--- src/hdl/lrupr_pkg.sv ---
package lrupr_pkg;

    // Field widths fixed by the interface
    localparam int PAGE_W = 16;
    localparam int CNT_W  = 32;
    localparam int CFG_W  = 5;

    // Frame count register after reset
    localparam logic [CFG_W-1:0] CFG_RESET = 5'd16;

    // Saturation limit of both totals
    localparam logic [CNT_W-1:0] CNT_MAX = '1;

    // One entry of the recency stack
    typedef struct packed {
        logic              valid;
        logic [PAGE_W-1:0] page;
    } t_entry;

    // Per-cell control from the top level
    typedef struct packed {
        logic load;    // an item is accepted this cycle
        logic active;  // cell position is below the active frame count
        logic drop;    // frame count write puts this cell out of range
    } t_cell_ctl;

endpackage

--- src/hdl/lrupr_cell.sv ---
module lrupr_cell (
    input  logic                      i_clk,
    input  logic                      i_rst_n,
    input  lrupr_pkg::t_cell_ctl      i_ctl,
    input  logic [lrupr_pkg::PAGE_W-1:0] i_page,
    input  lrupr_pkg::t_entry         i_prev,
    input  logic                      i_above,
    output lrupr_pkg::t_entry         o_entry,
    output logic                      o_above
);

    logic                         r_valid;
    logic [lrupr_pkg::PAGE_W-1:0] r_page;
    logic                         w_match;
    logic                         w_shift;

    // Compare against the referenced page; pass "no match yet" down the row
    assign w_match = r_valid && (r_page == i_page) && i_ctl.active;
    assign o_above = i_above && !w_match;

    // Every active cell at or above the first match (every active cell on a miss) takes its neighbor's entry
    assign w_shift = i_ctl.load && i_above && i_ctl.active;

    // Valid bit
    always_ff @(posedge i_clk) begin
        if (!i_rst_n) begin
            r_valid <= 1'b0;
        end else if (w_shift) begin
            r_valid <= i_prev.valid;
        end else if (i_ctl.drop) begin
            r_valid <= 1'b0;
        end
    end

    // Page number
    always_ff @(posedge i_clk) begin
        if (w_shift) begin
            r_page <= i_prev.page;
        end
    end

    assign o_entry.valid = r_valid;
    assign o_entry.page  = r_page;

endmodule

--- src/hdl/lru_page_replacement.sv ---
// Channel   Direction  Handshake           Payload
// input     in         i_valid / o_stall   i_page_number
// result    out        o_valid / i_stall   o_was_hit, o_hit_total, o_miss_total
// config    in         i_cfg_we            i_cfg_data
//
// One item per cycle while the input is not stalled; the result appears in the cycle after the item is taken.
// The cycle is set by the match chain that runs through the row of FRAMES cells.
// Reset is synchronous: valid bits and totals clear, and the frame count
// returns to 16 (or FRAMES when that is smaller).
// The input stalls only while a result is held and the output is stalled.
module lru_page_replacement #(
    parameter int FRAMES = 16
) (
    input  logic                          i_clk,
    input  logic                          i_rst_n,
    input  logic                          i_valid,
    output logic                          o_stall,
    input  logic [lrupr_pkg::PAGE_W-1:0]  i_page_number,
    output logic                          o_valid,
    input  logic                          i_stall,
    output logic                          o_was_hit,
    output logic [lrupr_pkg::CNT_W-1:0]   o_hit_total,
    output logic [lrupr_pkg::CNT_W-1:0]   o_miss_total,
    input  logic                          i_cfg_we,
    input  logic [lrupr_pkg::CFG_W-1:0]   i_cfg_data
);

    localparam int LIM_W = $clog2(FRAMES + 1);

    logic [LIM_W-1:0]              r_lim;
    logic [LIM_W-1:0]              n_lim;
    logic [LIM_W-1:0]              w_reset_lim;
    logic                          r_valid;
    logic                          r_was_hit;
    logic [lrupr_pkg::CNT_W-1:0]   r_hits;
    logic [lrupr_pkg::CNT_W-1:0]   r_misses;
    logic                          w_accept;
    logic                          w_hit;
    lrupr_pkg::t_entry             w_entry [FRAMES];
    lrupr_pkg::t_entry             w_prev  [FRAMES];
    logic [FRAMES:0]               w_above;
    lrupr_pkg::t_cell_ctl          w_ctl   [FRAMES];

    // Clamp a frame count write into 1..FRAMES, and the reset frame count to FRAMES
    always_comb begin
        if (i_cfg_data == '0) begin
            n_lim = LIM_W'(1);
        end else if (32'(i_cfg_data) > 32'(FRAMES)) begin
            n_lim = LIM_W'(FRAMES);
        end else begin
            n_lim = LIM_W'(i_cfg_data);
        end
        if (32'(lrupr_pkg::CFG_RESET) > 32'(FRAMES)) begin
            w_reset_lim = LIM_W'(FRAMES);
        end else begin
            w_reset_lim = LIM_W'(lrupr_pkg::CFG_RESET);
        end
    end

    always_ff @(posedge i_clk) begin
        if (!i_rst_n) begin
            r_lim <= w_reset_lim;
        end else if (i_cfg_we) begin
            r_lim <= n_lim;
        end
    end

    // Handshake
    assign o_stall  = r_valid && i_stall;
    assign w_accept = i_valid && !o_stall;

    // Row of cells; cell 0 takes the new page
    assign w_above[0] = 1'b1;

    for (genvar g = 0; g < FRAMES; g++) begin : g_cell
        if (g == 0) begin : g_head
            assign w_prev[g].valid = 1'b1;
            assign w_prev[g].page  = i_page_number;
        end else begin : g_body
            assign w_prev[g] = w_entry[g-1];
        end

        assign w_ctl[g].load   = w_accept;
        assign w_ctl[g].active = 32'(g) < 32'(r_lim);
        assign w_ctl[g].drop   = i_cfg_we && !(32'(g) < 32'(n_lim));

        lrupr_cell u_cell (
            .i_clk   (i_clk),
            .i_rst_n (i_rst_n),
            .i_ctl   (w_ctl[g]),
            .i_page  (i_page_number),
            .i_prev  (w_prev[g]),
            .i_above (w_above[g]),
            .o_entry (w_entry[g]),
            .o_above (w_above[g+1])
        );
    end

    // Some cell matched when the chain comes out cleared
    assign w_hit = !w_above[FRAMES];

    // Result register and saturating totals
    always_ff @(posedge i_clk) begin
        if (!i_rst_n) begin
            r_valid  <= 1'b0;
            r_hits   <= '0;
            r_misses <= '0;
        end else begin
            if (w_accept) begin
                r_valid <= 1'b1;
                if (w_hit) begin
                    if (r_hits != lrupr_pkg::CNT_MAX) begin
                        r_hits <= r_hits + 1'b1;
                    end
                end else begin
                    if (r_misses != lrupr_pkg::CNT_MAX) begin
                        r_misses <= r_misses + 1'b1;
                    end
                end
            end else if (!i_stall) begin
                r_valid <= 1'b0;
            end
        end
    end

    always_ff @(posedge i_clk) begin
        if (w_accept) begin
            r_was_hit <= w_hit;
        end
    end

    assign o_valid      = r_valid;
    assign o_was_hit    = r_was_hit;
    assign o_hit_total  = r_hits;
    assign o_miss_total = r_misses;

endmodule
--- config.mk ---
export PLATFORM = sky130hd
export DESIGN_NAME = lru_page_replacement
export DESIGN_NICKNAME = d
export VERILOG_FILES = /design/src/hdl/lrupr_pkg.sv /design/src/hdl/lrupr_cell.sv /design/src/hdl/lru_page_replacement.sv
export SDC_FILE = /design/constraint.sdc
export NUM_CORES = 1
export LEC_CHECK = 0
export ABC_AREA = 1
export BUFFER_PORTS_ARGS = -buffer_cell sky130_fd_sc_hd__buf_4
export CORE_MARGIN = 3
export CORE_UTILIZATION = 62
export CTS_CLUSTER_SIZE = 16
export DETAILED_ROUTE_END_ITERATION = 6
export GPL_TIMING_DRIVEN = 0
export PLACE_DENSITY = 0.81
export SETUP_SLACK_MARGIN = 0.05
export SYNTH_ARGS = -nofsm -noshare
export SYNTH_HDL_FRONTEND = slang
export SYNTH_SLANG_ARGS = --single-unit
--- constraint.sdc ---
create_clock -name i_clk -period 3.3 [get_ports i_clk]
set_input_delay 0.495 -clock i_clk [delete_from_list [all_inputs] [get_ports i_clk]]
set_output_delay 0.495 -clock i_clk [all_outputs]
set_load 0.02 [all_outputs]
==> results of run 1 <==
## layout by cell type (no fill, tap or decap), types with 3 or more instances in the layout
| cell | instances |
|---|---|
| nand2_2 | 3 |
| clkinv_1 | 6 |
| o21bai_1 | 10 |
| inv_6 | 3 |
| inv_2 | 15 |
| o21ai_0 | 77 |
| or2_2 | 5 |
| bufinv_16 | 6 |
| nor3_1 | 33 |
| a21oi_1 | 30 |
| nor2_1 | 275 |
| o21ai_1 | 23 |
| nand2_1 | 629 |
| clkbuf_16 | 37 |
| buf_2 | 12 |
| xnor2_1 | 18 |
| buf_6 | 15 |
| inv_1 | 244 |
| or2_1 | 3 |
| nand3_2 | 6 |
| dfxtp_1 | 86 |
| buf_4 | 108 |
| clkinvlp_4 | 3 |
| xor2_1 | 63 |
| nand3_1 | 76 |
| clkbuf_1 | 21 |
| edfxtp_1 | 257 |
| o211ai_1 | 3 |
| nor4_1 | 8 |
| nor3b_1 | 6 |
| nand4_1 | 33 |
| nor2_2 | 9 |
## stage by stage
stage | instances | util [%] | setup WS, ns
final | 2483 | 72.9 | 0.271
after global routing | 2482 | 72.9 | 0.0807
after CTS | 2482 | 72.8 | 0.191
after detailed placement | 2415 | 68.2 | -0.320
after global placement | 2414 | 68.1 | -0.774
after floorplan | 1987 | - | 0.431
## area by class of cell
| cell class | instances | area share [%] |
|---|---|---|
| clock inverters | 18 | 1.29 |
| plain buffers | 53 | 2.03 |
| repair buffers | 93 | 3.64 |
| inverters | 264 | 5.24 |
| diodes | 1 | 0.0130 |
| clock buffers | 49 | 5.09 |
| multi-input cells | 1327 | 31.5 |
| flip-flops and latches | 343 | 49.0 |
| well taps | 335 | 2.18 |
## how the worst max path moves through the flow
stage | from | endpoint | slack (ns)
finish | r_lim[4]$_SDFFE_PN1P_ | g_cell[13].u_cell.r_page[2]$_DFFE_PP_ | 0.27
global route | r_lim[1]$_SDFFE_PN0P_ | g_cell[13].u_cell.r_valid$_SDFFE_PN0P_ | 0.08
CTS | i_page_number[13] | g_cell[9].u_cell.r_page[12]$_DFFE_PP_ | 0.19
detailed placement | i_page_number[13] | g_cell[9].u_cell.r_page[13]$_DFFE_PP_ | -0.32
global placement | i_page_number[13] | g_cell[2].u_cell.r_valid$_SDFFE_PN0P_ | -0.77
floorplan | i_page_number[9] | g_cell[2].u_cell.r_page[0]$_DFFE_PP_ | 0.43
## cell families after synthesis
group	Yosys count	share of synthesized area, %
AOI/OAI and AO/OA	150	4.75
xor gates and xnor gates	81	4.20
adders and majority gates	2	0.148
buffers and inverters	317	8.23
DFF	343	55.9
and+or+nand+nor	1094	26.8
## power groups by stage
stage | Clock [uW] | Combinational, uW | Sequential [uW]
global route | 4440 | 1010 | 5160
global placement | 0 | 861 | 5210
floorplan | 0 | 600 | 5140
finish | 4260 | 928 | 5150
detailed placement | 0 | 892 | 5220
CTS | 4260 | 902 | 5140
## registers in the layout, indices dropped and copies added, names as in the netlist
signal,cells
g_cell.u_cell.r_valid,16
o_was_hit,1
g_cell.u_cell.r_page,256
o_valid,1
o_hit_total,32
r_lim,5
o_miss_total,32
## worst max-delay path, stage by stage (launching register included)
cell and delay (ns):
dfxtp_1 0.37, nor2_2 0.16, o21ai_0 0.28, nand2_1 0.16, nor2_1 0.07, nand3_1 0.19
nand2_2 0.10, nor2_4 0.24, nand3_1 0.14, nor2_1 0.25, nand4_1 0.17, inv_1 0.53
## layer usage
metal  wire [um]  GRT usage (%)  vias up
met4        2710           16.5        0
met1       17800           43.7     6609
met3        6270           7.46      207
met2       21900           52.2      998
met5           0              0        -
li1            -              -     6614
==> results.cfg, run 1 <==
[setup_path]
cp_max_fo = 17
arrival_ns = 3.18
rrSetupSlack_ns = 0.27
worstReg2RegStart = r_lim[4]$_SDFFE_PN1P_
reg2reg_to = g_cell[13].u_cell.r_page[2]$_DFFE_PP_
required_ns = 3.45
path_class = reg -> reg
end_kind = flop
start_kind = flop
reg2reg_depth = 11

[floorplanning]
num_io_pins = 93
core-area_um2 = 26400
start_util_pct = 63.9
die_w_um = 171
dieArea_um2 = 29300
rows = 59
fp.dieH_um = 171

[sta]
timing.hold.ws_ns = 0.171
fmax_mhz = 330
slew_headroom_pct = 44.7
fin_crit_ns = 3.03
tightest_slew_ns = 0.829
slew_violations = 0
finalCritPeriodShare_pct = 91.8
hold_violations = 0
skew_ns = 0.0201
rsz0062_at_grt = false
setup_violations = 0
tns_ns = 0

[routing]
firstDrtPassIters = 7
wl_per_cell_um = 19.6
num_vias = 14400
drt_iter0_drc = 2018
post-route-drc-count = 2
wirelength_mm = 48.6
antenna_left = 0
vias_per_cell = 5.81

[grt]
grt_pass1_wl_mm = 74.1
track_usage_pct = 33.1
grt_pass1_vias = 13900
grt_max_degree = 19
antenna_found_initial = 1
overflow = 0

[logic_synthesis]
postSynthCellCount = 1987
yosys_most_used_dff = edfxtp_1
ys_seq_area_share_pct = 55.9
synth_edf_count = 257
ys_seq_elements = 343
synth_common_cells = nand2_1, nor2_1, edfxtp_1, inv_1, dfxtp_1
synth_cell_types = 45
syn_nets = 2015
synth.area.top_cells = edfxtp_1, nand2_1, dfxtp_1
syn_area_um2 = 16900
ys_async_sr_fraction_pct = 0
synth.most_common_cell = nand2_1
synth_top_area_share_pct = 45.7
yosysWarnings = 0
synth_area_per_cell_um2 = 8.50
synth_top_cell_by_area = edfxtp_1

[pwr]
ir_drop_v = 0.000415
power.total_uw = 10300
netSwitchingPower_uw = 2530
cell_internal_pwr_uw = 7800
p_leak_uw = 0.00827
pwr-share-comb_pct = 9.0
p_clk_share_pct = 41.2
powerDensity_nw_per_um2 = 536
seq_power_share_pct = 49.8
switching_share_pct = 24.5

[cts]
ctsResizeCount = 0
clock_latency_ns = 0.53
cts-root-buf = clkbuf_16
htreeDepth = 2
clock_sinks = 343
post_cts_buffers = 0
numCtsBuffers = 37
tritoncts = yes
ctsHoldBuffers = 0
clkTransAtPathRegs_ns = 0.06
clk_path_buf_depth = 3

[placement]
hpwl_mm = 34.4
placedInstanceArea_um2 = 18000
globalplace.congestion = 0.975
port_buffers = 92

[layout]
nets = 2147
multiInputGateArea_um2 = 6070
fill_cells = 1849
postLayoutCellArea_um2 = 19300
drive_gt1_share_pct = 11.1
seq_area_um2 = 9440
syn2layout_area_growth_pct = 14.0

[hold_path]
hold_path.startpoint = i_page_number[12]
worstHoldPathType = in -> reg
hold_depth = 1
hold_end = g_cell[0].u_cell.r_page[12]$_DFFE_PP_

[outcome]
run_status = finished, violations left
violations = design-rule violations

[flow_run]
max_cap_viol_count = 0
No activity file was read; power rests on OpenSTA's default activity.
==> inputs of run 2 (changes only) <==
==> constraint.sdc (replaced) <==
create_clock -name i_clk -period 2.8 [get_ports i_clk]
set_input_delay 0.42 -clock i_clk [delete_from_list [all_inputs] [get_ports i_clk]]
set_output_delay 0.42 -clock i_clk [all_outputs]
set_load 0.02 [all_outputs]
==> run 2 against run 1 <==
Net effect: the flow now finishes without violations; routed wire length up 0.32%; hold slack worse by 0.088 ns; sequential power up 18%; first-iteration DRC count down 3.1%; global-route usage down 0.17 points; power up 20%; critical path depth unchanged; final cell count up 0.32%; non-clock buffer count up 8; largest power group unchanged; register-to-register slack worse by 0.10 ns; largest cell class unchanged.
==> results.cfg, run 2 (synthesis results as in run 1) <==
[layout]
fin_util_pct = 74.0
largest_register = g_cell.u_cell.r_page
final_common_cell = nand2_1
syn2layout_area_growth_pct = 15.7
largest_register_ffs = 256
fin_cells = 2491
n_antenna_cell = 0
nets = 2155
fill_cells = 1847
multiInputGateArea_um2 = 6120
drive_gt1_share_pct = 12.2
final_cell_mix = nand2_1, nor2_1, edfxtp_1
postLayoutCellArea_um2 = 19500
seq_area_um2 = 9440

[routing]
num_vias = 14400
vias_per_cell = 5.76
wl_per_cell_um = 19.6
firstDrtPassIters = 6
post-route-drc-count = 0
drt_iter0_drc = 1956
wirelength_mm = 48.8
antenna_left = 0

[outcome]
run_status = complete, no violations

[cts]
clock_latency_ns = 0.53
clk_path_buf_depth = 3
htreeDepth = 2
numCtsBuffers = 37
ctsHoldBuffers = 0
cts-root-buf = clkbuf_16
clkTransAtPathRegs_ns = 0.06
clock_sinks = 343
tritoncts = yes

[setup_path]
worstReg2RegStart = r_lim[4]$_SDFFE_PN1P_
cp_max_fo = 18
required_ns = 2.95
cp_num_buf_inv = 2
rrSetupSlack_ns = 0.17
critPathMaxStageDelay_ns = 0.60
end_kind = flop
crit_chain = nor2_2 > nand2_1 > inv_1 > nand2_1 > nand2_1 > nor2_1 > nand3_2 > nand2_2 > nor3_4 > nand2_1 > inv_1
start_kind = flop
crit_cells = 11
reg2reg_depth = 11
reg2reg_to = g_cell[3].u_cell.r_page[11]$_DFFE_PP_
arrival_ns = 2.78
critical_path.slowest_cell = inv_1
cpMostUsedCell = nand2_1
cp_top_family = simple AND/OR/NAND/NOR gates
path_class = reg -> reg

[grt]
track_usage_pct = 33.0
overflow = 0
grt_pass1_wl_mm = 73.3
grt_max_degree = 19
grt_pass1_vias = 13300
antenna_found_initial = 0

[floorplanning]
num_io_pins = 93
start_util_pct = 63.9
die_w_um = 171
dieArea_um2 = 29300
core-area_um2 = 26400
rows = 59
fp.dieH_um = 171

[sta]
fmax_mhz = 380
slew_violations = 0
setup_violations = 0
hold_violations = 0
finalCritPeriodShare_pct = 93.9
slew_headroom_pct = 46.3
fin_crit_ns = 2.63
tns_ns = 0
skew_ns = 0.0196
tightest_slew_ns = 0.804

[hold_path]
hold_end = g_cell[0].u_cell.r_page[9]$_DFFE_PP_
worstHoldPathType = in -> reg
hold_depth = 1
hold_path.startpoint = i_page_number[9]

[placement]
placedInstanceArea_um2 = 18000
port_buffers = 92
hpwl_mm = 34.0
dp.cells = 2415
globalplace.congestion = 0.989

[pwr]
powerDensity_nw_per_um2 = 634
p_leak_uw = 0.00835
ir_drop_v = 0.000520

[flow_run]
max_cap_viol_count = 0
[run 2: cell types whose count changed in the layout (fill, tap and decap cells not counted), moves of 2 or more]
cell | before | now
inv_1 | 244 | 235
buf_12 | 0 | 7
clkinvlp_4 | 3 | 10
nor2_1 | 275 | 272
nor3_1 | 33 | 30
clkbuf_16 | 37 | 39
clkbuf_4 | 0 | 2
clkbuf_8 | 1 | 3
nor2_4 | 1 | 3
nor3_2 | 1 | 3
o21ai_0 | 77 | 75
o21ai_1 | 23 | 25
[run 2: timing repair]
item | in CTS | in global routing
endpoints found under the hold margin | 0 | 0
gates resized for setup | 7 | 21
setup endpoints to repair | 99 | 217
pin swaps | 0 | 1
setup buffers | 2 | 6
[run 2: through the flow]
| stage | hold WS [ns] | power, uW | setup slack (ns) |
|---|---|---|---|
| final | 0.0830 | 12400 | 0.171 |
| after global routing | 0.0831 | 12700 | -0.00173 |
| after CTS | 0.0780 | 12300 | 0.0744 |
| after detailed placement | 0.434 | 7200 | -0.694 |
| after global placement | 0.432 | 7160 | -0.702 |
| after floorplan | 0.426 | 6770 | 0.160 |
[run 2: layer usage]
metal  vias to the layer above  part of all wire, %  GRT usage [%]
li1                       6645                    -              -
met1                      6581                   37           45.0
met2                       975                   46           52.5
met3                       154                   12           5.78
met4                         0                  4.5           14.3
met5                         -                    0              0
[run 2: power breakdown]
part | total (uW) | internal (uW) | leakage, uW | switching (uW)
clock network | 5200 | 3210 | 0.000625 | 1990
logic | 1140 | 364 | 0.00457 | 773
registers | 6060 | 5820 | 0.00316 | 233
[run 2: area by class of cell]
| class | instances | area share [%] |
|---|---|---|
| multi-input cells | 1327 | 31.3 |
| clock buffers | 55 | 5.47 |
| plain buffers | 53 | 2.02 |
| inverters | 264 | 5.31 |
| clock inverters | 13 | 1.11 |
| flip-flops and latches | 343 | 48.3 |
| well taps | 335 | 2.14 |
| repair buffers | 101 | 4.35 |
[run 2: worst max path at each step]
| stage | from | end | slack (ns) |
|---|---|---|---|
| floorplan | i_page_number[9] | g_cell[9].u_cell.r_page[0]$_DFFE_PP_ | 0.16 |
| global placement | i_page_number[13] | g_cell[9].u_cell.r_page[13]$_DFFE_PP_ | -0.70 |
| detailed placement | i_page_number[13] | g_cell[9].u_cell.r_page[13]$_DFFE_PP_ | -0.69 |
| CTS | o_miss_total[0]$_SDFFE_PN0P_ | o_miss_total[6]$_SDFFE_PN0P_ | 0.07 |
| global route | o_miss_total[0]$_SDFFE_PN0P_ | o_miss_total[19]$_SDFFE_PN0P_ | -0.002 |
| finish | r_lim[4]$_SDFFE_PN1P_ | g_cell[3].u_cell.r_page[11]$_DFFE_PP_ | 0.17 |
[run 2: worst reg2reg max path: cells and delay by family (launching register included)]
| family | cells | cell delay [ns] |
|---|---|---|
| buf+inv | 2 | 0.69 |
| flops | 1 | 0.37 |
| simple gates | 9 | 1.18 |
==> inputs of run 3 (changes only) <==
--- a/config.mk
+++ b/config.mk
@@ -16,4 +16,6 @@
 export SETUP_SLACK_MARGIN = 0.05
 export SYNTH_ARGS = -nofsm -noshare
 export SYNTH_HDL_FRONTEND = slang
+export SYNTH_HIERARCHICAL = 1
 export SYNTH_SLANG_ARGS = --single-unit
+export TNS_END_PERCENT = 1
==> run 3 against run 2 <==
Net effect: the run now ends with design-rule violations, negative setup slack left; utilization rose by 8.5 points; register-to-register slack got worse by 3.1 ns; sequential power fell by 4.3%; non-clock buffer count rose by 236; synthesized cell count rose by 18%; fmax fell by 54%; critical path type unchanged.
==> results.cfg, run 3 <==
[grt]
grt_pass1_wl_mm = 84.4
grtUsageMet1_pct = 39.3
grt_max_degree = 34
gr-usage-met2_pct = 60.1
grt_pass1_vias = 17100
overflow = 0
busiest_layer = met2
track_usage_pct = 34.3
antenna_found_initial = 1
grt_use_met3_pct = 5.74

[sta]
timing.hold.ws_ns = 0.180
slew_violations = 0
hold_violations = 0
tightest_slew_ns = 1.46
slew_headroom_pct = 2.44
fmax_mhz = 174
finalCritPeriodShare_pct = 206
tns_ns = -820.78
fin_ws_ns = -2.96
skew_ns = 0.0391
rsz0062_at_grt = true
fin_crit_ns = 5.76
setup_violations = 337

[setup_path]
end_kind = flop
start_kind = flop
arrival_ns = 6.20
path_class = reg -> reg
critical_path.slowest_cell = dfxtp_4
cp_max_fo = 5
required_ns = 3.24
critPathMaxStageDelay_ns = 0.36
rrSetupSlack_ns = -2.96
cpMostUsedCell = a21oi_2

[placement]
dp.cells = 2809
port_buffers = 91
pre_cts_ws_ns = -3.09
hpwl_mm = 29.7
placedInstanceArea_um2 = 19200
globalplace.congestion = 0.900

[outcome]
run_status = finished, violations left
violations = design-rule violations, negative setup slack

[layout]
final_cell_mix = nand2_1, nor2_1, inv_1
largest_register_ffs = 256
fin_cells = 3143
largest_register = g_cell.u_cell/r_page
drive_gt1_share_pct = 21.3
final_common_cell = nand2_1
syn2layout_area_growth_pct = 29.4
nets = 2764
multiInputGateArea_um2 = 7090
seq_area_um2 = 9450
postLayoutCellArea_um2 = 23200
fill_cells = 1609
n_antenna_cell = 0

[cts]
numCtsBuffers = 37
clock_latency_ns = 0.57
cts-root-buf = clkbuf_16
clkTransAtPathRegs_ns = 0.06
clock_sinks = 343
tritoncts = yes
htreeDepth = 2
clk_path_buf_depth = 3

[routing]
vias_per_cell = 5.58
post-route-drc-count = 16
antenna_left = 0
wirelength_mm = 56.0
wl_per_cell_um = 17.8
num_vias = 17500
drt_iter0_drc = 2351
firstDrtPassIters = 7

[logic_synthesis]
synth_area_per_cell_um2 = 7.68
postSynthCellCount = 2338
yosysWarnings = 6
syn_area_um2 = 18000

[pwr]
ir_drop_v = 0.000537
powerDensity_nw_per_um2 = 530
p_leak_uw = 0.0109

[floorplanning]
die_w_um = 176
dieArea_um2 = 31000
start_util_pct = 63.8
fp.dieH_um = 176
num_io_pins = 93
core-area_um2 = 28200
rows = 61

[flow_run]
max_cap_viol_count = 0

[hold_path]
worstHoldPathType = in -> reg
==> run 3: worst max-delay path: cells and delay by family, from the launching register on <==
| family | cells | cell delay (ns) |
|---|---|---|
| AOI/OAI and AO/OA | 16 | 2.37 |
| buffers and inverters | 20 | 1.53 |
| and+or+nand+nor | 13 | 1.37 |
| DFF | 1 | 0.36 |
==> run 3: repair_timing <==
item                       in CTS  in global routing
setup buffers                 249                 17
hold buffers                    0                  0
setup endpoints to repair     284                337
resized for setup             136                 54
pin swaps                      32                 32
==> run 3: metrics by stage <==
stage               util, %  total power [uW]
floorplan                 -              6430
global placement       68.3              6680
detailed placement     68.3              6750
CTS                    81.4             12000
global route           82.5             12700
finish                 82.5             12300
==> run 3: area by class of cell <==
| cell class | instances | share of cell area [%] |
|---|---|---|
| Sequential cell | 343 | 40.7 |
| Clock buffer | 49 | 4.43 |
| Timing Repair Buffer | 357 | 13.0 |
| Multi-Input combinational cell | 1528 | 30.5 |
| Inverter | 436 | 7.28 |
| Tap cell | 378 | 2.04 |
| Buffer | 33 | 1.13 |
| Clock inverter | 19 | 0.937 |
==> run 3: power by group <==
group	total, uW	switching [uW]	internal (uW)
sequential	5800	136	5670
combinational	1390	819	567
clock	5130	2140	2980
total	12300	3100	9220
==> run 3: final timing paths <==
kind / end / start / depth (start not counted)
worst min register to register: g_cell[7].u_cell/r_page[0]$_DFFE_PP_ / g_cell[6].u_cell/r_page[0]$_DFFE_PP_ / 0
worst max-delay path: o_miss_total[18]$_SDFFE_PN0P_ / r_lim[3]$_SDFFE_PN0P_ / 49
worst min-delay path: r_lim[0]$_SDFFE_PN0P_ / i_cfg_we / 3
worst max register to register: o_miss_total[18]$_SDFFE_PN0P_ / r_lim[3]$_SDFFE_PN0P_ / 49
==> run 3: layer usage <==
layer / part of all wire, % / vias up
met1: 34 / 7987
met2: 49 / 1100
met5: 0.014 / -
li1: - / 8064
met4: 7.7 / 2
met3: 9.1 / 388
